[src/afdp_pkg.sv]
// ----------------------------------------------------------------------------
// afdp_pkg
// Shared types and constants of the audio format descriptor parser.
// ----------------------------------------------------------------------------
package afdp_pkg;

  // rates kept per format descriptor, also the width of the rate count
  localparam int RATE_CNT_W = 4;
  localparam logic [RATE_CNT_W-1:0] MAX_RATES = 4'd8;

  localparam logic [23:0] RATE_48K          = 24'd48000;
  localparam logic [7:0]  TYPE_IFACE        = 8'h04;
  localparam logic [7:0]  TYPE_CS_IFACE     = 8'h24;
  localparam logic [7:0]  SUBTYPE_FORMAT    = 8'h02;
  localparam logic [7:0]  FORMAT_TYPE_I     = 8'h01;
  localparam logic [7:0]  MIN_LENGTH        = 8'd2;
  localparam logic [7:0]  FORMAT_MIN_LENGTH = 8'd11;

  // register word index on the configuration port
  localparam logic REG_TARGET_IFACE = 1'b0;

  typedef struct packed {
    logic                  found;
    logic [7:0]            alt_setting;
    logic [7:0]            channels;
    logic [7:0]            subframe_bytes;
    logic [7:0]            bit_resolution;
    logic [RATE_CNT_W-1:0] rate_count;
    logic [23:0]           chosen_rate;
  } result_t;

  typedef struct packed {
    logic answered;
    logic at_start;
  } parse_status_t;

endpackage

[src/afdp_cfg.sv]
// ----------------------------------------------------------------------------
// afdp_cfg
// Configuration register file: holds the target interface number.
// ----------------------------------------------------------------------------
module afdp_cfg
  import afdp_pkg::*;
(
  input  logic        clk,
  input  logic        rst_n,
  input  logic        psel,
  input  logic        penable,
  input  logic        pwrite,
  input  logic [2:0]  paddr,
  input  logic [31:0] pwdata,
  output logic [31:0] prdata,
  output logic        pready,
  output logic [7:0]  target_iface
);

  logic [7:0] target_r;
  logic [7:0] target_nxt;
  logic       wr_en;

  assign pready = 1'b1;
  assign wr_en  = psel & penable & pwrite & (paddr[2] == REG_TARGET_IFACE);

  always_comb begin
    target_nxt = target_r;
    if (wr_en) begin
      target_nxt = pwdata[7:0];
    end
  end

  always_ff @(posedge clk) begin
    if (!rst_n) begin
      target_r <= 8'd0;
    end else begin
      target_r <= target_nxt;
    end
  end

  always_comb begin
    prdata = 32'd0;
    if (paddr[2] == REG_TARGET_IFACE) begin
      prdata = {24'd0, target_r};
    end
  end

  assign target_iface = target_r;

endmodule

[src/afdp_parser.sv]
// ----------------------------------------------------------------------------
// afdp_parser
// Per-byte descriptor walker: tracks interface/alt setting, captures the
// first matching format type I descriptor and forms the result.
// ----------------------------------------------------------------------------
module afdp_parser
  import afdp_pkg::*;
(
  input  logic          clk,
  input  logic          rst_n,
  input  logic          byte_accept,
  input  logic [7:0]    desc_byte,
  input  logic          last_byte,
  input  logic [7:0]    target_iface,
  output logic          res_valid,
  output result_t       res,
  output parse_status_t status
);

  typedef enum logic [1:0] {
    PH_LO  = 2'd0,
    PH_MID = 2'd1,
    PH_HI  = 2'd2
  } phase_t;

  logic [7:0]            idx_r, idx_nxt;
  logic [7:0]            length_r, length_nxt;
  logic [7:0]            type_r, type_nxt;
  logic [7:0]            subtype_r, subtype_nxt;
  logic [7:0]            iface_r, iface_nxt;
  logic [7:0]            alt_r, alt_nxt;
  logic [7:0]            kind_r, kind_nxt;
  logic [7:0]            chans_r, chans_nxt;
  logic [7:0]            subf_r, subf_nxt;
  logic [7:0]            bits_r, bits_nxt;
  logic [7:0]            rtc_r, rtc_nxt;
  logic [15:0]           accum_r, accum_nxt;
  phase_t                phase_r, phase_nxt;
  logic [RATE_CNT_W-1:0] entry_r, entry_nxt;
  logic [RATE_CNT_W-1:0] seen_r, seen_nxt;
  logic [23:0]           first_r, first_nxt;
  logic                  saw48_r, saw48_nxt;
  logic                  answered_r, answered_nxt;
  logic [23:0]           rate_val;
  logic                  desc_end;
  logic                  match;

  assign rate_val = {desc_byte, accum_r};
  assign desc_end = ({1'b0, idx_r} + 9'd1) >= {1'b0, length_r};

  always_comb begin
    idx_nxt      = idx_r;
    length_nxt   = length_r;
    type_nxt     = type_r;
    subtype_nxt  = subtype_r;
    iface_nxt    = iface_r;
    alt_nxt      = alt_r;
    kind_nxt     = kind_r;
    chans_nxt    = chans_r;
    subf_nxt     = subf_r;
    bits_nxt     = bits_r;
    rtc_nxt      = rtc_r;
    accum_nxt    = accum_r;
    phase_nxt    = phase_r;
    entry_nxt    = entry_r;
    seen_nxt     = seen_r;
    first_nxt    = first_r;
    saw48_nxt    = saw48_r;
    answered_nxt = answered_r;
    res_valid    = 1'b0;
    res          = '0;
    match        = 1'b0;

    if (byte_accept && !answered_r) begin
      if (idx_r == 8'd0) begin
        if (desc_byte < MIN_LENGTH) begin
          res_valid    = 1'b1;
          answered_nxt = 1'b1;
        end else begin
          length_nxt  = desc_byte;
          type_nxt    = 8'd0;
          subtype_nxt = 8'd0;
          kind_nxt    = 8'd0;
          rtc_nxt     = 8'd0;
          accum_nxt   = 16'd0;
          phase_nxt   = PH_LO;
          entry_nxt   = '0;
          seen_nxt    = '0;
          first_nxt   = 24'd0;
          saw48_nxt   = 1'b0;
          idx_nxt     = 8'd1;
        end
      end else begin
        case (idx_r)
          8'd1: type_nxt = desc_byte;
          8'd2: begin
            subtype_nxt = desc_byte;
            if (type_r == TYPE_IFACE) begin
              iface_nxt = desc_byte;
            end
          end
          8'd3: begin
            kind_nxt = desc_byte;
            if (type_r == TYPE_IFACE) begin
              alt_nxt = desc_byte;
            end
          end
          8'd4: chans_nxt = desc_byte;
          8'd5: subf_nxt  = desc_byte;
          8'd6: bits_nxt  = desc_byte;
          8'd7: rtc_nxt   = desc_byte;
          default: begin
            // 3-byte little-endian rate entries from byte 8 on
            case (phase_r)
              PH_LO: begin
                accum_nxt = {8'd0, desc_byte};
                phase_nxt = PH_MID;
              end
              PH_MID: begin
                accum_nxt = {desc_byte, accum_r[7:0]};
                phase_nxt = PH_HI;
              end
              default: begin
                phase_nxt = PH_LO;
                if (entry_r < MAX_RATES && {{(8-RATE_CNT_W){1'b0}}, entry_r} < rtc_r) begin
                  if (entry_r == '0) begin
                    first_nxt = rate_val;
                  end
                  if (rate_val == RATE_48K) begin
                    saw48_nxt = 1'b1;
                  end
                  seen_nxt = entry_r + 1'b1;
                end
                // saturate once past the kept entries
                if (entry_r != MAX_RATES) begin
                  entry_nxt = entry_r + 1'b1;
                end
              end
            endcase
          end
        endcase

        if (desc_end) begin
          idx_nxt = 8'd0;
          match = (iface_nxt == target_iface) && (alt_nxt != 8'd0) &&
                  (type_nxt == TYPE_CS_IFACE) && (subtype_nxt == SUBTYPE_FORMAT) &&
                  (length_r >= FORMAT_MIN_LENGTH) && (kind_nxt == FORMAT_TYPE_I);
          if (match) begin
            res_valid          = 1'b1;
            answered_nxt       = 1'b1;
            res.found          = 1'b1;
            res.alt_setting    = alt_nxt;
            res.channels       = chans_nxt;
            res.subframe_bytes = subf_nxt;
            res.bit_resolution = bits_nxt;
            if (rtc_nxt == 8'd0) begin
              // continuous range
              res.rate_count  = {{(RATE_CNT_W-1){1'b0}}, 1'b1};
              res.chosen_rate = RATE_48K;
            end else begin
              res.rate_count  = seen_nxt;
              res.chosen_rate = saw48_nxt ? RATE_48K : first_nxt;
            end
          end
        end else begin
          idx_nxt = idx_r + 8'd1;
        end
      end

      if (last_byte) begin
        res_valid = 1'b1;
      end
    end

    // rearm after the final byte of the buffer
    if (byte_accept && last_byte) begin
      idx_nxt      = 8'd0;
      length_nxt   = 8'd0;
      type_nxt     = 8'd0;
      subtype_nxt  = 8'd0;
      iface_nxt    = 8'd255;
      alt_nxt      = 8'd255;
      kind_nxt     = 8'd0;
      chans_nxt    = 8'd0;
      subf_nxt     = 8'd0;
      bits_nxt     = 8'd0;
      rtc_nxt      = 8'd0;
      accum_nxt    = 16'd0;
      phase_nxt    = PH_LO;
      entry_nxt    = '0;
      seen_nxt     = '0;
      first_nxt    = 24'd0;
      saw48_nxt    = 1'b0;
      answered_nxt = 1'b0;
    end
  end

  always_ff @(posedge clk) begin
    if (!rst_n) begin
      idx_r      <= 8'd0;
      length_r   <= 8'd0;
      type_r     <= 8'd0;
      subtype_r  <= 8'd0;
      iface_r    <= 8'd255;
      alt_r      <= 8'd255;
      kind_r     <= 8'd0;
      chans_r    <= 8'd0;
      subf_r     <= 8'd0;
      bits_r     <= 8'd0;
      rtc_r      <= 8'd0;
      accum_r    <= 16'd0;
      phase_r    <= PH_LO;
      entry_r    <= '0;
      seen_r     <= '0;
      first_r    <= 24'd0;
      saw48_r    <= 1'b0;
      answered_r <= 1'b0;
    end else begin
      idx_r      <= idx_nxt;
      length_r   <= length_nxt;
      type_r     <= type_nxt;
      subtype_r  <= subtype_nxt;
      iface_r    <= iface_nxt;
      alt_r      <= alt_nxt;
      kind_r     <= kind_nxt;
      chans_r    <= chans_nxt;
      subf_r     <= subf_nxt;
      bits_r     <= bits_nxt;
      rtc_r      <= rtc_nxt;
      accum_r    <= accum_nxt;
      phase_r    <= phase_nxt;
      entry_r    <= entry_nxt;
      seen_r     <= seen_nxt;
      first_r    <= first_nxt;
      saw48_r    <= saw48_nxt;
      answered_r <= answered_nxt;
    end
  end

  assign status.answered = answered_r;
  assign status.at_start = (idx_r == 8'd0);

endmodule

[src/afdp_out_buf.sv]
// ----------------------------------------------------------------------------
// afdp_out_buf
// Two-entry result buffer; keeps the byte input open while a result waits.
// ----------------------------------------------------------------------------
module afdp_out_buf
  import afdp_pkg::*;
(
  input  logic    clk,
  input  logic    rst_n,
  input  logic    push,
  input  result_t push_data,
  output logic    space,
  output logic    out_valid,
  input  logic    out_ready,
  output result_t out_data
);

  result_t    mem_r [2];
  logic       wr_ptr_r, wr_ptr_nxt;
  logic       rd_ptr_r, rd_ptr_nxt;
  logic [1:0] count_r, count_nxt;
  logic       pop;

  assign out_valid = (count_r != 2'd0);
  assign space     = (count_r != 2'd2);
  assign pop       = out_valid & out_ready;
  assign out_data  = mem_r[rd_ptr_r];

  always_comb begin
    wr_ptr_nxt = wr_ptr_r;
    rd_ptr_nxt = rd_ptr_r;
    count_nxt  = count_r;
    if (push) begin
      wr_ptr_nxt = ~wr_ptr_r;
    end
    if (pop) begin
      rd_ptr_nxt = ~rd_ptr_r;
    end
    case ({push, pop})
      2'b10:   count_nxt = count_r + 2'd1;
      2'b01:   count_nxt = count_r - 2'd1;
      default: count_nxt = count_r;
    endcase
  end

  always_ff @(posedge clk) begin
    if (!rst_n) begin
      wr_ptr_r <= 1'b0;
      rd_ptr_r <= 1'b0;
      count_r  <= 2'd0;
    end else begin
      wr_ptr_r <= wr_ptr_nxt;
      rd_ptr_r <= rd_ptr_nxt;
      count_r  <= count_nxt;
    end
  end

  always_ff @(posedge clk) begin
    if (push) begin
      mem_r[wr_ptr_r] <= push_data;
    end
  end

endmodule

[src/audio_format_descriptor_parser.sv]
// ----------------------------------------------------------------------------
// audio_format_descriptor_parser
// Finds the format type I descriptor of one audio streaming interface in a
// configuration descriptor stream and reports its format and sample rate.
// ----------------------------------------------------------------------------
// One descriptor byte is taken per clock as long as in_ready is high. Each
// buffer (closed by in_last_byte) yields exactly one result transaction: a
// found result on the final byte of the first matching descriptor, or a
// not-found result (all fields zero) on a bad length byte or on the last
// byte. Each result is registered in the output buffer before it shows on out_*;
// a two-entry output buffer lets bytes keep flowing while a result waits, and
// in_ready drops only when both entries are held. target_interface sits at
// byte address 0 of the register port and should be written between buffers.
module audio_format_descriptor_parser
  import afdp_pkg::*;
(
  input  logic                  clk,
  input  logic                  rst_n,
  input  logic                  psel,
  input  logic                  penable,
  input  logic                  pwrite,
  input  logic [2:0]            paddr,
  input  logic [31:0]           pwdata,
  output logic [31:0]           prdata,
  output logic                  pready,
  input  logic                  in_valid,
  output logic                  in_ready,
  input  logic [7:0]            in_desc_byte,
  input  logic                  in_last_byte,
  output logic                  out_valid,
  input  logic                  out_ready,
  output logic                  out_found,
  output logic [7:0]            out_alt_setting,
  output logic [7:0]            out_channels,
  output logic [7:0]            out_subframe_bytes,
  output logic [7:0]            out_bit_resolution,
  output logic [RATE_CNT_W-1:0] out_rate_count,
  output logic [23:0]           out_chosen_rate
);

  logic          byte_accept;
  logic [7:0]    target_iface;
  logic          res_valid;
  result_t       res;
  result_t       out_data;
  parse_status_t status;

  assign byte_accept = in_valid & in_ready;

  afdp_cfg u_cfg (
    .clk          (clk),
    .rst_n        (rst_n),
    .psel         (psel),
    .penable      (penable),
    .pwrite       (pwrite),
    .paddr        (paddr),
    .pwdata       (pwdata),
    .prdata       (prdata),
    .pready       (pready),
    .target_iface (target_iface)
  );

  afdp_parser u_parser (
    .clk          (clk),
    .rst_n        (rst_n),
    .byte_accept  (byte_accept),
    .desc_byte    (in_desc_byte),
    .last_byte    (in_last_byte),
    .target_iface (target_iface),
    .res_valid    (res_valid),
    .res          (res),
    .status       (status)
  );

  afdp_out_buf u_out_buf (
    .clk       (clk),
    .rst_n     (rst_n),
    .push      (res_valid),
    .push_data (res),
    .space     (in_ready),
    .out_valid (out_valid),
    .out_ready (out_ready),
    .out_data  (out_data)
  );

  assign out_found          = out_data.found;
  assign out_alt_setting    = out_data.alt_setting;
  assign out_channels       = out_data.channels;
  assign out_subframe_bytes = out_data.subframe_bytes;
  assign out_bit_resolution = out_data.bit_resolution;
  assign out_rate_count     = out_data.rate_count;
  assign out_chosen_rate    = out_data.chosen_rate;

  // a result only ever comes from an accepted byte
  a_push_on_accept: assert property (@(posedge clk) disable iff (!rst_n)
    res_valid |-> byte_accept)
    else $error("result produced without an accepted byte");

  // the last byte of a buffer always rearms the parser
  a_rearm: assert property (@(posedge clk) disable iff (!rst_n)
    (byte_accept && in_last_byte) |=> (status.at_start && !status.answered))
    else $error("parser not rearmed after last byte");

  // a found result always carries an alt setting and at least one rate
  a_found_fields: assert property (@(posedge clk) disable iff (!rst_n)
    (out_valid && out_found) |-> (out_alt_setting != 8'd0 && out_rate_count != '0))
    else $error("found result with empty alt setting or rate count");

  // a not-found result is all zero
  a_miss_zero: assert property (@(posedge clk) disable iff (!rst_n)
    (out_valid && !out_found) |-> (out_alt_setting == 8'd0 && out_chosen_rate == 24'd0 &&
                                   out_rate_count == '0 && out_channels == 8'd0))
    else $error("not-found result carries data");

endmodule

[config.mk]
export PLATFORM = sky130hd
export DESIGN_NAME = audio_format_descriptor_parser
export DESIGN_NICKNAME = d
export VERILOG_FILES = /design/src/afdp_pkg.sv /design/src/afdp_cfg.sv /design/src/afdp_parser.sv /design/src/afdp_out_buf.sv /design/src/audio_format_descriptor_parser.sv
export SDC_FILE = /design/constraint.sdc
export NUM_CORES = 1
export LEC_CHECK = 0
export CAP_MARGIN = 40
export CORE_MARGIN = 2
export CORE_UTILIZATION = 53
export CTS_CLUSTER_SIZE = 30
export DETAILED_ROUTE_END_ITERATION = 8
export DONT_BUFFER_PORTS = 1
export HOLD_SLACK_MARGIN = 0.08
export PLACE_DENSITY = 0.68
export SKIP_LAST_GASP = 1
export SLEW_MARGIN = 10
export SYNTH_ARGS = -nofsm -noshare
export SYNTH_HDL_FRONTEND = slang
export SYNTH_SLANG_ARGS = --single-unit
[constraint.sdc]
create_clock -name clk -period 7 [get_ports clk]
set_input_delay 0.7 -clock clk [delete_from_list [all_inputs] [get_ports clk]]
set_output_delay 0.7 -clock clk [all_outputs]
set_load 0.02 [all_outputs]
==> summary.md, run 1 <==
| Metric | Value |
|---|---|
| Drt pass-1 iters | 5 |
| Worst EP arrival | 4.74 ns |
| Gpl congestion | 0.8499 |
| Seq/Total Area, Yosys | 54.05% |
| Reg2reg path depth | 12 |
| Cell total after placement | roughly 1.4k |
| Syn avg cell area | 10.76 um^2 |
| Critical path peak fanout | 61 |
| Layout cells sized above 1 | 12.46% |
| Max-cap violations | 0 |
| Setup slack at placement | 2.455 ns |
| Mapped Cells | around 1.2k |
| Pwr per Cell Area | ~290 nW/um^2 |
| Final nets | 1195 |
| CTS tree | built |
| Fill count | 2009 |
| Later-pin clock latency in the skew report | approximately 0.55 ns |
| Clk sinks | 275 |
| # diodes | 0 |
| Hold Crit Depth | 1 |
| Commonest non-fill, non-tap cell in the layout | dfxtp_1 |
| Critical path data required time | 7.16 ns |
| Die width | 157.2 um |
| Total power | around 3900 uW |
| First-pass GRT wire length | around 42000 um |
| Reg clk slew, reported paths | 0.06 ns |
| Commonest non-fill, non-tap cells in the layout | 152 x dfxtp_1, 127 x nand2_1, 122 x edfxtp_1, 85 x nor2_1, 83 x mux2i_1 |
| Setup bufs post-CTS | 0 |
| CP Launch Point | u_parser.idx_r[2] |
| DR vias | 8417 |
| WL final | roughly 27000 um |
| Critical hold path startpoint | in_desc_byte[6] |
| Async set-reset flop share out of synthesis | 0% |
| Post-synth EDFFs | 122 |
| 1st-iter DRT viols | 581 |
| CORE AREA | about 23000 um^2 |
| Clock Tree Buf Depth | 3 |
| Min Tclk post-route | 4.583 ns |
| R2R Path Start | u_parser.idx_r[2] |
| Static leakage | 0.004710 uW |
| Max FFs per register | 122 |
| Clk root buf | clkbuf_16 |
| Overall routing resource usage | a little over a fifth |
| YS warnings | 0 |
| Ys flop type | dfxtp_1 |
| Max Clk Rate | 218.2 MHz |
| Post-CTS sizing | 0 |
| Slew margin rel. | 42.96% |
| Tcrit/Tclk final | between 60 and 70% |
| Max Clock Skew | 0.02125 ns |
| Global route overflow | 0 |
| Initial Util | 53.50% |
| Max-slew violations | 0 |
| Worst Slack Setup Final | 2.417 ns |
| Post-DP HPWL | about 16000 um |
| Critical Path Source Type | flip-flop |
| Unique masters post-synth | 64 |
| FF-to-FF setup slack | 2.42 ns |
| Cell Area, Synth | 12440 um^2 |
| Hold-fix buffers, CTS | 0 |
| Setup violations, final | 0 |
| Biggest regs | u_out_buf.mem_r x122, u_parser.first_r x24, u_parser.accum_r x16 |
| Wire per inst | 18.07 um |
| Hold Path Class | primary input to flip-flop |
| Critical path class | flip-flop to flip-flop |
| Die Span Y | 157.2 um |
| Slew at the pin with the worst max-slew slack | 0.8490 ns |
| Vias per cell | 5.738 |
| Non-Filler Instances | roughly 1.5k |
| Port-buffer cells | 0 |
| Final hold vios | 0 |
| I/O pin total | 147 |
| RSZ-0062 raised after global routing | no |
| H-tree depth | 1 |
| Most flops, register | u_out_buf.mem_r |
| Post-route cell area | 13480 um^2 |
| Clock buffer count from CTS | 28 |
| Post-DRT Antenna Nets | 0 |
| Status | complete, no violations |
| Fin Setup TNS | 0 ns |
| Vias in the first global route | 8019 |
| DRC errors left | 0 |
| FP Rows | between 50 and 60 |
| Crit end category | flip-flop |
| Layout area overhead | 8.325% |
| Area after DPL | 12590 um^2 |
| Flops & latches, synth | between 200 and 300 |
| Antenna violations before repair | 0 |
| Largest net degree at the start of global routing | 62 |
| Peak VDD IR | 0.1752 mV |
| Die area | 24720 um^2 |
-- cell families after synthesis --
family | after synthesis | share of synthesized area, %
compound gates | 184 | 10.39
buf+inv | 120 | 4.635
mux | 145 | 12.29
simple gates | 397 | 15.64
other cells | 2 | 0.06035
xor+xnor | 16 | 1.126
flops | 275 | 54.05
fa+ha+maj | 18 | 1.810
-- worst paths after layout --
kind,endpoint
min reg2reg,u_parser.subf_r[1]
min,u_parser.accum_r[6]
max,u_out_buf.mem_r[1][49]
max reg2reg,u_out_buf.mem_r[1][49]
-- power by group --
group | internal [uW] | leakage, uW | switching (uW)
sequential | 1790 | 0.00238 | 36.1
clock | 784 | 0.000421 | 602
combinational | 204 | 0.00191 | 451
-- cell usage after synthesis (5+ instances only) --
cell	number	area share [%]
dfxtp_1	153	25
nand2_1	129	3.9
edfxtp_1	122	29
nor2_1	86	2.6
mux2i_1	83	6.7
mux2_2	62	5.6
nor3_1	58	2.3
a21oi_1	56	2.3
clkbuf_1	48	1.4
a22oi_1	40	2.4
nand3_1	34	1.4
a22o_1	32	2.3
buf_4	25	1.5
inv_1	22	0.66
ha_1	18	1.8
nor4_1	16	0.80
buf_2	14	0.56
o21ai_0	14	0.56
nand4_1	11	0.55
a211oi_1	9	0.54
buf_1	9	0.27
xor2_1	9	0.63
and3_1	8	0.40
and2_1	7	0.35
nand3b_1	7	0.42
nor2b_1	7	0.35
xnor2_1	7	0.49
or3_1	5	0.25
-- final cells by class --
type	instances	area [um^2]	share of cell area, %
Multi-Input combinational cell	785	5258	39.00
Timing Repair Buffer	14	152.6	1.132
Sequential cell	275	6728	49.91
Inverter	22	82.58	0.6126
Clock buffer	40	788.3	5.847
Tap cell	319	399.1	2.961
Clock inverter	12	72.57	0.5383
-- layer usage --
metal	vias up	track usage (%)	wire length (um)
li1	4108	-	-
met1	4052	29.29	12220
met2	217	34.77	12230
met3	40	3.331	1428
met4	0	6.797	636
met5	-	0	0
-- worst max-delay path, stage by stage, from the launching register on --
cell and delay (ns):
dfxtp_1 0.69, and3_1 0.32, and3_1 0.26, nand3_1 0.11, xnor2_1 0.17, ha_1 0.31
a21boi_0 0.17, a311o_1 0.24, o22ai_1 0.19, nor4_4 0.45, nand4_1 0.35, a21oi_4 0.22
buf_4 0.63
-- per-stage QoR --
stage | utilization (%) | hold slack, ns
after CTS | 57.83 | 0.2657
after global routing | 57.95 | 0.2740
after floorplan | - | 0.4360
after detailed placement | 54.13 | 0.4466
final | 57.95 | 0.2903
after global placement | 53.92 | 0.4418
Power figures use the tool's default switching activity.
==> inputs of run 2 (changes only) <==
--- a/config.mk
+++ b/config.mk
@@ -12,7 +12,7 @@
 export DETAILED_ROUTE_END_ITERATION = 8
 export DONT_BUFFER_PORTS = 1
 export HOLD_SLACK_MARGIN = 0.08
-export PLACE_DENSITY = 0.68
+export PLACE_DENSITY = 0.71
 export SKIP_LAST_GASP = 1
 export SLEW_MARGIN = 10
 export SYNTH_ARGS = -nofsm -noshare
==> constraint.sdc (replaced) <==
create_clock -name clk -period 4.2 [get_ports clk]
set_input_delay 0.42 -clock clk [delete_from_list [all_inputs] [get_ports clk]]
set_output_delay 0.42 -clock clk [all_outputs]
set_load 0.02 [all_outputs]
==> run 2 against run 1 <==
Compared with the run above: global-route usage increased by 1.5 points; die area unchanged; sequential power increased by 68%; first-iteration DRC count increased by 33%; combinational power increased by 68%; via count increased by 4.1%; clock skew decreased by 0.0097 ns; design area increased by 2.6%; count of clock-buffer cells in the layout decreased by 7; worst hold slack got worse by 0.097 ns; cell count increased by 1.7%.
==> summary.md, run 2 (synthesis gave the netlist of run 1 again) <==
| Metric | Value |
|---|---|
| Status | complete, no violations (unchanged) |
| Psw | 1878 uW (was 1089 uW) |
| Later-pin clock latency in the skew report | 0.54 ns (was 0.55 ns) |
| CP peak stage delay | 0.42 ns (was 0.69 ns) |
| Commonest non-fill, non-tap cells in the layout | 152 x dfxtp_1, 127 x nand2_1, 122 x edfxtp_1, 85 x nor2_1, 83 x mux2i_1 (unchanged) |
| Hold Path Class | primary input to flip-flop (unchanged) |
| Drt pass-1 iters | 5 (unchanged) |
| Flop pwr share | 45.7% (was 47.2%) |
| FF-to-FF setup slack | 0.35 ns (was 2.42 ns) |
| Switching Share | 27.93% (was 28.16%) |
| Critical Path Source Type | flip-flop (unchanged) |
| Die Span Y | 157.2 um (unchanged) |
| Vias in the first global route | 8165 (was 8019) |
| Slew margin rel. | 35.09% (was 42.96%) |
| Slew at the pin with the worst max-slew slack | 0.9704 ns (was 0.8490 ns) |
| Antenna violations before repair | 0 (unchanged) |
| Clock Tree Buf Depth | 3 (unchanged) |
| Die area | 24720 um^2 (unchanged) |
| Critical hold path startpoint | rst_n (was in_desc_byte[6]) |
| Logic pwr share | 16.4% (was 16.9%) |
| Peak VDD IR | 0.3127 mV (was 0.1752 mV) |
| Commonest non-fill, non-tap cell in the layout | dfxtp_1 (unchanged) |
| I/O pin total | 147 (unchanged) |
| Tcrit/Tclk final | 91.70% (was 65.47%) |
| Min Tclk post-route | 3.852 ns (was 4.583 ns) |
| Most frequent CP cell | ha_1 (was and3_1) |
| Max Clk Rate | 259.6 MHz (was 218.2 MHz) |
| Final hold vios | 0 (unchanged) |
| CTS tree | built (unchanged) |
| FP Rows | 56 (unchanged) |
| Slowest-stage cell, CP | dfxtp_1 (unchanged) |
| Reg2reg path depth | 15 (was 12) |
| Port-buffer cells | 0 (unchanged) |
| Crit end category | flip-flop (unchanged) |
| # diodes | 0 (unchanged) |
| Max-slew violations | 0 (unchanged) |
| WL final | 28820 um (was 26510 um) |
| Pint | 4845 uW (was 2778 uW) |
| Clk root buf | clkbuf_16 (unchanged) |
| Clock buffer count from CTS | 28 (unchanged) |
| Critical path data required time | 4.67 ns (was 7.16 ns) |
| Most flops, register | u_out_buf.mem_r (unchanged) |
| Initial Util | 53.50% (unchanged) |
| Critical path peak fanout | 6 (was 61) |
| Hold Crit Depth | 3 (was 1) |
| Reg clk slew, reported paths | 0.07 ns (was 0.06 ns) |
| Worst EP arrival | 4.32 ns (was 4.74 ns) |
| Critical R2R Capture | u_out_buf.count_r[1] (was u_out_buf.mem_r[1][49]) |
| Wire per inst | 19.32 um (was 18.07 um) |
| First-pass GRT wire length | 44280 um (was 42260 um) |
| Max Clock Skew | 0.01150 ns (was 0.02125 ns) |
| Final nets | 1220 (was 1195) |
| Biggest regs | u_out_buf.mem_r x122, u_parser.first_r x24, u_parser.accum_r x16 (unchanged) |
| Largest net degree at the start of global routing | 62 (unchanged) |
| WHS Endpoint | u_out_buf.wr_ptr_r (was u_parser.accum_r[6]) |
| DRC errors left | 0 (unchanged) |
| DR vias | 8759 (was 8417) |
| Global route overflow | 0 (unchanged) |
| Static leakage | 0.004878 uW (was 0.004710 uW) |
| Final Core Density | 59.47% (was 57.95%) |
| Gpl congestion | 0.8653 (was 0.8499) |
| Pwr per Cell Area | 486.0 nW/um^2 (was 286.9 nW/um^2) |
| 1st-iter DRT viols | 771 (was 581) |
| Critical path class | flip-flop to flip-flop (unchanged) |
| CP Launch Point | u_parser.idx_r[0] (was u_parser.idx_r[2]) |
| Die width | 157.2 um (unchanged) |
| Clk sinks | 275 (unchanged) |
| Post-DP HPWL | 16840 um (was 16310 um) |
| Vias per cell | 5.871 (was 5.738) |
| Post-DRT Antenna Nets | 0 (unchanged) |
| Max FFs per register | 122 (unchanged) |
| R2R Path Start | u_parser.idx_r[0] (was u_parser.idx_r[2]) |
| Setup violations, final | 0 (unchanged) |
| Max-cap violations | 0 (unchanged) |
| Layout cells sized above 1 | 13.47% (was 12.46%) |
| Hold Slack | 0.1937 ns (was 0.2903 ns) |
| Crit path cell chain | ha_1 -> nand3_1 -> nor2_2 -> xor2_1 -> ha_1 -> a21oi_1 -> a21boi_0 -> a311o_1 -> o22ai_1 -> nor4_4 -> nand4_1 -> and2_1 -> ha_1 -> or3_1 -> a21oi_1 (was and3_1 -> and3_1 -> nand3_1 -> xnor2_1 -> ha_1 -> a21boi_0 -> a311o_1 -> o22ai_1 -> nor4_4 -> nand4_1 -> a21oi_4 -> buf_4) |
| Layout area overhead | 11.16% (was 8.325%) |
| CORE AREA | 23260 um^2 (unchanged) |
| Overall routing resource usage | 22.79% (was 21.33%) |
| H-tree depth | 1 (unchanged) |
| Clock network fraction of total power | 37.9% (was 35.9%) |
## run 2: cell types whose count changed in the layout (fill, tap and decap cells not counted), sizes merged
cell / change
bufinv: +4
buf: +8
clkinv: +2
dlygate4sd3: +17
inv: +1
clkbuf: -7
## run 2: power groups by stage
stage / Clock, uW / Sequential [uW] / Combinational, uW
4_1_cts: 2580 / 3080 / 1110
5_1_grt: 2680 / 3100 / 1180
2_1_floorplan: 0 / 3090 / 929
6_report: 2540 / 3070 / 1100
3_3_place_gp: 0 / 3120 / 1050
3_5_place_dp: 0 / 3130 / 1060
## run 2: worst max-delay path by stage
stage                                  endpoint
after CTS                  u_out_buf.count_r[1]
after global routing       u_out_buf.count_r[1]
after detailed placement   u_out_buf.count_r[1]
final                      u_out_buf.count_r[1]
after global placement     u_out_buf.count_r[1]
after floorplan           u_out_buf.mem_r[0][0]
## run 2: per-stage QoR
step | cells | setup TNS [ns] | setup WS (ns) | total power [uW] | instance area, um^2
after floorplan | 1180 | 0 | 0.01017 | 4015 | 12560
after global placement | 1418 | 0 | 0.3548 | 4175 | 12630
after CTS | 1489 | 0 | 0.3022 | 6766 | 13790
final | 1492 | 0 | 0.3484 | 6723 | 13830
after detailed placement | 1420 | 0 | 0.3111 | 4198 | 12660
after global routing | 1492 | -0.02567 | -0.01615 | 6952 | 13830
## run 2: layout make-up
| cell class | count | area (um^2) |
|---|---|---|
| flip-flops and latches | 275 | 6728 |
| fillers | 1925 | 9429 |
| repair buffers | 39 | 404.1 |
| well taps | 319 | 399.1 |
| inverters | 22 | 82.58 |
| multi-input cells | 785 | 5264 |
| clock buffers | 33 | 739.5 |
| clock inverters | 19 | 216.5 |
## run 2: critical path, delay by kind of cell (launching register included)
| family | cells | cell delay (ns) |
|---|---|---|
| simple gates | 6 | 1.50 |
| flops | 1 | 0.42 |
| fa+ha+maj | 3 | 0.96 |
| compound gates | 5 | 0.80 |
| xor+xnor | 1 | 0.10 |
## run 2: timing repair
| action | in CTS | in global routing |
|---|---|---|
| buffers inserted | 0 | 1 |
| hold buffers | 17 | 0 |
| hold endpoints to repair | 113 | 0 |
| resized for setup | 0 | 2 |
| setup endpoints to repair | 0 | 125 |
## run 2: metal layers
metal  wire [um]  vias up  global-route usage [%]
met1       12410     4235                   31.87
met2       13500      311                   36.91
met5           0        -                       0
li1            -     4157                       -
met3        2081       56                   3.331
met4         825        0                   6.710
==> inputs of run 3 (changes only) <==
==> constraint.sdc (replaced) <==
create_clock -name clk -period 4.2 [get_ports clk]
set_input_delay 0.42 -clock clk [delete_from_list [all_inputs] [get_ports clk]]
set_output_delay 0.42 -clock clk [all_outputs]
set_load 0.01 [all_outputs]
==> run 3 against run 2 <==
Compared with the run above: count of clock-buffer cells in the layout is 4 higher; flip-flop and latch count stayed put; register-to-register slack worse by 0.11 ns; combinational power is 9% lower; wire length is 0.44% higher; clock skew is 0.0016 ns lower; clock power is 7% lower; highest routed layer unchanged.
==> summary.md, run 3 (synthesis gave the netlist of run 1 again) <==
| Metric | Value |
|---|---|
| # diodes | 0 (unchanged) |
| Reg clk slew, reported paths | 0.06 ns (was 0.07 ns) |
| Critical path class | flip-flop to flip-flop (unchanged) |
| Overall routing resource usage | 22.91% (was 22.79%) |
| Most frequent CP cell | ha_1 (unchanged) |
| Critical R2R Capture | u_out_buf.count_r[1] (unchanged) |
| Slew margin rel. | 31.73% (was 35.09%) |
| Critical Path Source Type | flip-flop (unchanged) |
| Peak VDD IR | 0.2873 mV (was 0.3127 mV) |
| Setup bufs post-CTS | 0 (unchanged) |
| Port-buffer cells | 0 (unchanged) |
| Seq. cell area | 6728 um^2 (unchanged) |
| Vias in the first global route | 8183 (was 8165) |
| Fin Setup TNS | 0 ns (unchanged) |
| Die width | 157.2 um (unchanged) |
| Clock buffer count from CTS | 29 (was 28) |
| Largest net degree at the start of global routing | 62 (unchanged) |
| Static leakage | 0.004834 uW (was 0.004878 uW) |
| Die area | 24720 um^2 (unchanged) |
| Hold Crit Depth | 3 (unchanged) |
| Max Clock Skew | 0.009896 ns (was 0.01150 ns) |
| Critical hold path startpoint | rst_n (unchanged) |
| Clk root buf | clkbuf_16 (unchanged) |
| DRC errors left | 0 (unchanged) |
| Global route overflow | 0 (unchanged) |
| Hold Path Class | primary input to flip-flop (unchanged) |
| Gpl congestion | 0.8871 (was 0.8653) |
| Vias per cell | 5.912 (was 5.871) |
| Max-cap violations | 0 (unchanged) |
| Fill count | 1950 (was 1925) |
| Max Clk Rate | 252.4 MHz (was 259.6 MHz) |
| FP Rows | 56 (unchanged) |
| Post-DRT Antenna Nets | 0 (unchanged) |
| DR vias | 8839 (was 8759) |
| Biggest regs | u_out_buf.mem_r x122, u_parser.first_r x24, u_parser.accum_r x16 (unchanged) |
| Post-DP HPWL | 17030 um (was 16840 um) |
| Pwr per Cell Area | 466.4 nW/um^2 (was 486.0 nW/um^2) |
| CTS tree | built (unchanged) |
| Layout cells sized above 1 | 12.50% (was 13.47%) |
| I/O pin total | 147 (unchanged) |
| Critical path data required time | 4.68 ns (was 4.67 ns) |
| CORE AREA | 23260 um^2 (unchanged) |
| CP peak stage delay | 0.43 ns (was 0.42 ns) |
| Hold Slack | 0.2038 ns (was 0.1937 ns) |
| FF-to-FF setup slack | 0.24 ns (was 0.35 ns) |
| Clock Tree Buf Depth | 3 (unchanged) |
| R2R Path Start | u_parser.idx_r[0] (unchanged) |
| 1st-iter DRT viols | 770 (was 771) |
| Max-slew violations | 0 (unchanged) |
| WL final | 28950 um (was 28820 um) |
| Tcrit/Tclk final | 94.35% (was 91.70%) |
| First-pass GRT wire length | 44670 um (was 44280 um) |
| Crit path cell chain | ha_1 -> nand3_1 -> nor2_1 -> xor2_1 -> ha_1 -> a21oi_1 -> a21boi_0 -> a311o_1 -> o22ai_1 -> nor4_4 -> nand4_1 -> and2_1 -> ha_1 -> or3_1 -> a21oi_1 (was ha_1 -> nand3_1 -> nor2_2 -> xor2_1 -> ha_1 -> a21oi_1 -> a21boi_0 -> a311o_1 -> o22ai_1 -> nor4_4 -> nand4_1 -> and2_1 -> ha_1 -> or3_1 -> a21oi_1) |
| Area after DPL | 12660 um^2 (about the same) |
| Most flops, register | u_out_buf.mem_r (unchanged) |
| Critical path peak fanout | 6 (unchanged) |
| Die Span Y | 157.2 um (unchanged) |
| H-tree depth | 1 (unchanged) |
| Max FFs per register | 122 (unchanged) |
| Reg2reg path depth | 15 (unchanged) |
| Later-pin clock latency in the skew report | 0.56 ns (was 0.54 ns) |
| Multi-input gate area | 5255 um^2 (was 5264 um^2) |
| WP buf/inv | 0 (unchanged) |
| Slew at the pin with the worst max-slew slack | 1.021 ns (was 0.9704 ns) |
| Layout area overhead | 10.33% (was 11.16%) |
| Slowest-stage cell, CP | dfxtp_1 (unchanged) |
| Worst EP arrival | 4.44 ns (was 4.32 ns) |
| Initial Util | 53.50% (unchanged) |
| Commonest non-fill, non-tap cells in the layout | 152 x dfxtp_1, 127 x nand2_1, 122 x edfxtp_1, 86 x nor2_1, 83 x mux2i_1 (was 152 x dfxtp_1, 127 x nand2_1, 122 x edfxtp_1, 85 x nor2_1, 83 x mux2i_1) |
| Final nets | 1222 (was 1220) |
| Antenna violations before repair | 0 (unchanged) |
| Crit end category | flip-flop (unchanged) |
| Wire per inst | 19.36 um (was 19.32 um) |
| Drt pass-1 iters | 5 (unchanged) |
| Post-route cell area | 13730 um^2 (was 13830 um^2) |
| Final hold vios | 0 (unchanged) |
| Commonest non-fill, non-tap cell in the layout | dfxtp_1 (unchanged) |
| CP Launch Point | u_parser.idx_r[0] (unchanged) |
| WHS Endpoint | u_out_buf.wr_ptr_r (unchanged) |
| Setup violations, final | 0 (unchanged) |
| Min Tclk post-route | 3.963 ns (was 3.852 ns) |
| Largest delay share family, worst path | simple AND/OR/NAND/NOR gates (unchanged) |
| RSZ-0062 raised after global routing | no |
| Clk sinks | 275 (unchanged) |
| Status | complete, no violations (unchanged) |
run 3: changes by cell type in the layout (fill, tap and decap cells not counted), moves of 2 or more:
| cell | previous run | this run |
|---|---|---|
| buf_4 | 16 | 18 |
| clkinv_2 | 8 | 5 |
| clkinvlp_4 | 2 | 0 |
| clkbuf_1 | 3 | 8 |
| clkinv_1 | 2 | 9 |
| bufinv_16 | 4 | 1 |
| clkbuf_8 | 2 | 0 |
run 3: power by group:
| group | total, uW | switching [uW] | leakage, uW | internal, uW |
|---|---|---|---|---|
| Clock | 2360 | 1030 | 0.000429 | 1330 |
| Sequential | 3040 | 61.0 | 0.00238 | 2980 |
| Combinational | 999 | 648 | 0.00203 | 351 |
| Total | 6400 | 1740 | 0.00483 | 4670 |
run 3: layer usage:
| layer | vias up | GRT usage (%) | wire length (um) |
|---|---|---|---|
| met5 | - | 0 | 0 |
| met4 | 0 | 6.450 | 733 |
| met3 | 51 | 3.800 | 2042 |
| met2 | 310 | 37.74 | 13600 |
| met1 | 4308 | 31.32 | 12570 |
| li1 | 4170 | - | - |
run 3: cell type report:
class / count / area share, %
Clock buffer: 37 / 5.504
Sequential cell: 275 / 49.00
Inverter: 22 / 0.6015
Clock inverter: 17 / 0.8567
Tap cell: 319 / 2.907
Timing Repair Buffer: 40 / 2.852
Multi-Input combinational cell: 785 / 38.28
run 3: per-stage QoR:
| step | total power [uW] | worst slack (ns) | std cells | utilization (%) |
|---|---|---|---|---|
| after detailed placement | 4054 | 0.3338 | 1422 | 54.42 |
| after global placement | 4039 | 0.3430 | 1421 | 54.39 |
| after floorplan | 3870 | 0.01016 | 1180 | - |
| final | 6404 | 0.2374 | 1495 | 59.02 |
| after CTS | 6441 | 0.2996 | 1493 | 58.91 |
| after global routing | 6635 | 0.00005551 | 1495 | 59.02 |
run 3: worst register-to-register path: cells and delay by family (launching register included):
kind | cells | cell delay (ns)
AO/OA/AOI/OAI | 5 | 0.76
XOR/XNOR | 1 | 0.11
adder cells (fa/ha/maj) | 3 | 0.96
flip-flops | 1 | 0.43
AND/OR/NAND/NOR | 6 | 1.64
run 3: how the worst max path moves through the flow:
stage / to / slack [ns] / depth (start not counted)
detailed placement: u_out_buf.count_r[1] / 0.33 / 15
global route: u_out_buf.count_r[1] / 0.00006 / 15
global placement: u_out_buf.count_r[1] / 0.34 / 15
floorplan: u_out_buf.mem_r[0][0] / 0.01 / 13
CTS: u_out_buf.count_r[1] / 0.30 / 15
finish: u_out_buf.count_r[1] / 0.24 / 15
run 3: repair_timing:
item,CTS,global route
endpoints found under the setup margin,0,0
gates resized for setup,0,0
endpoints found under the hold margin,113,0
hold buffers,17,0
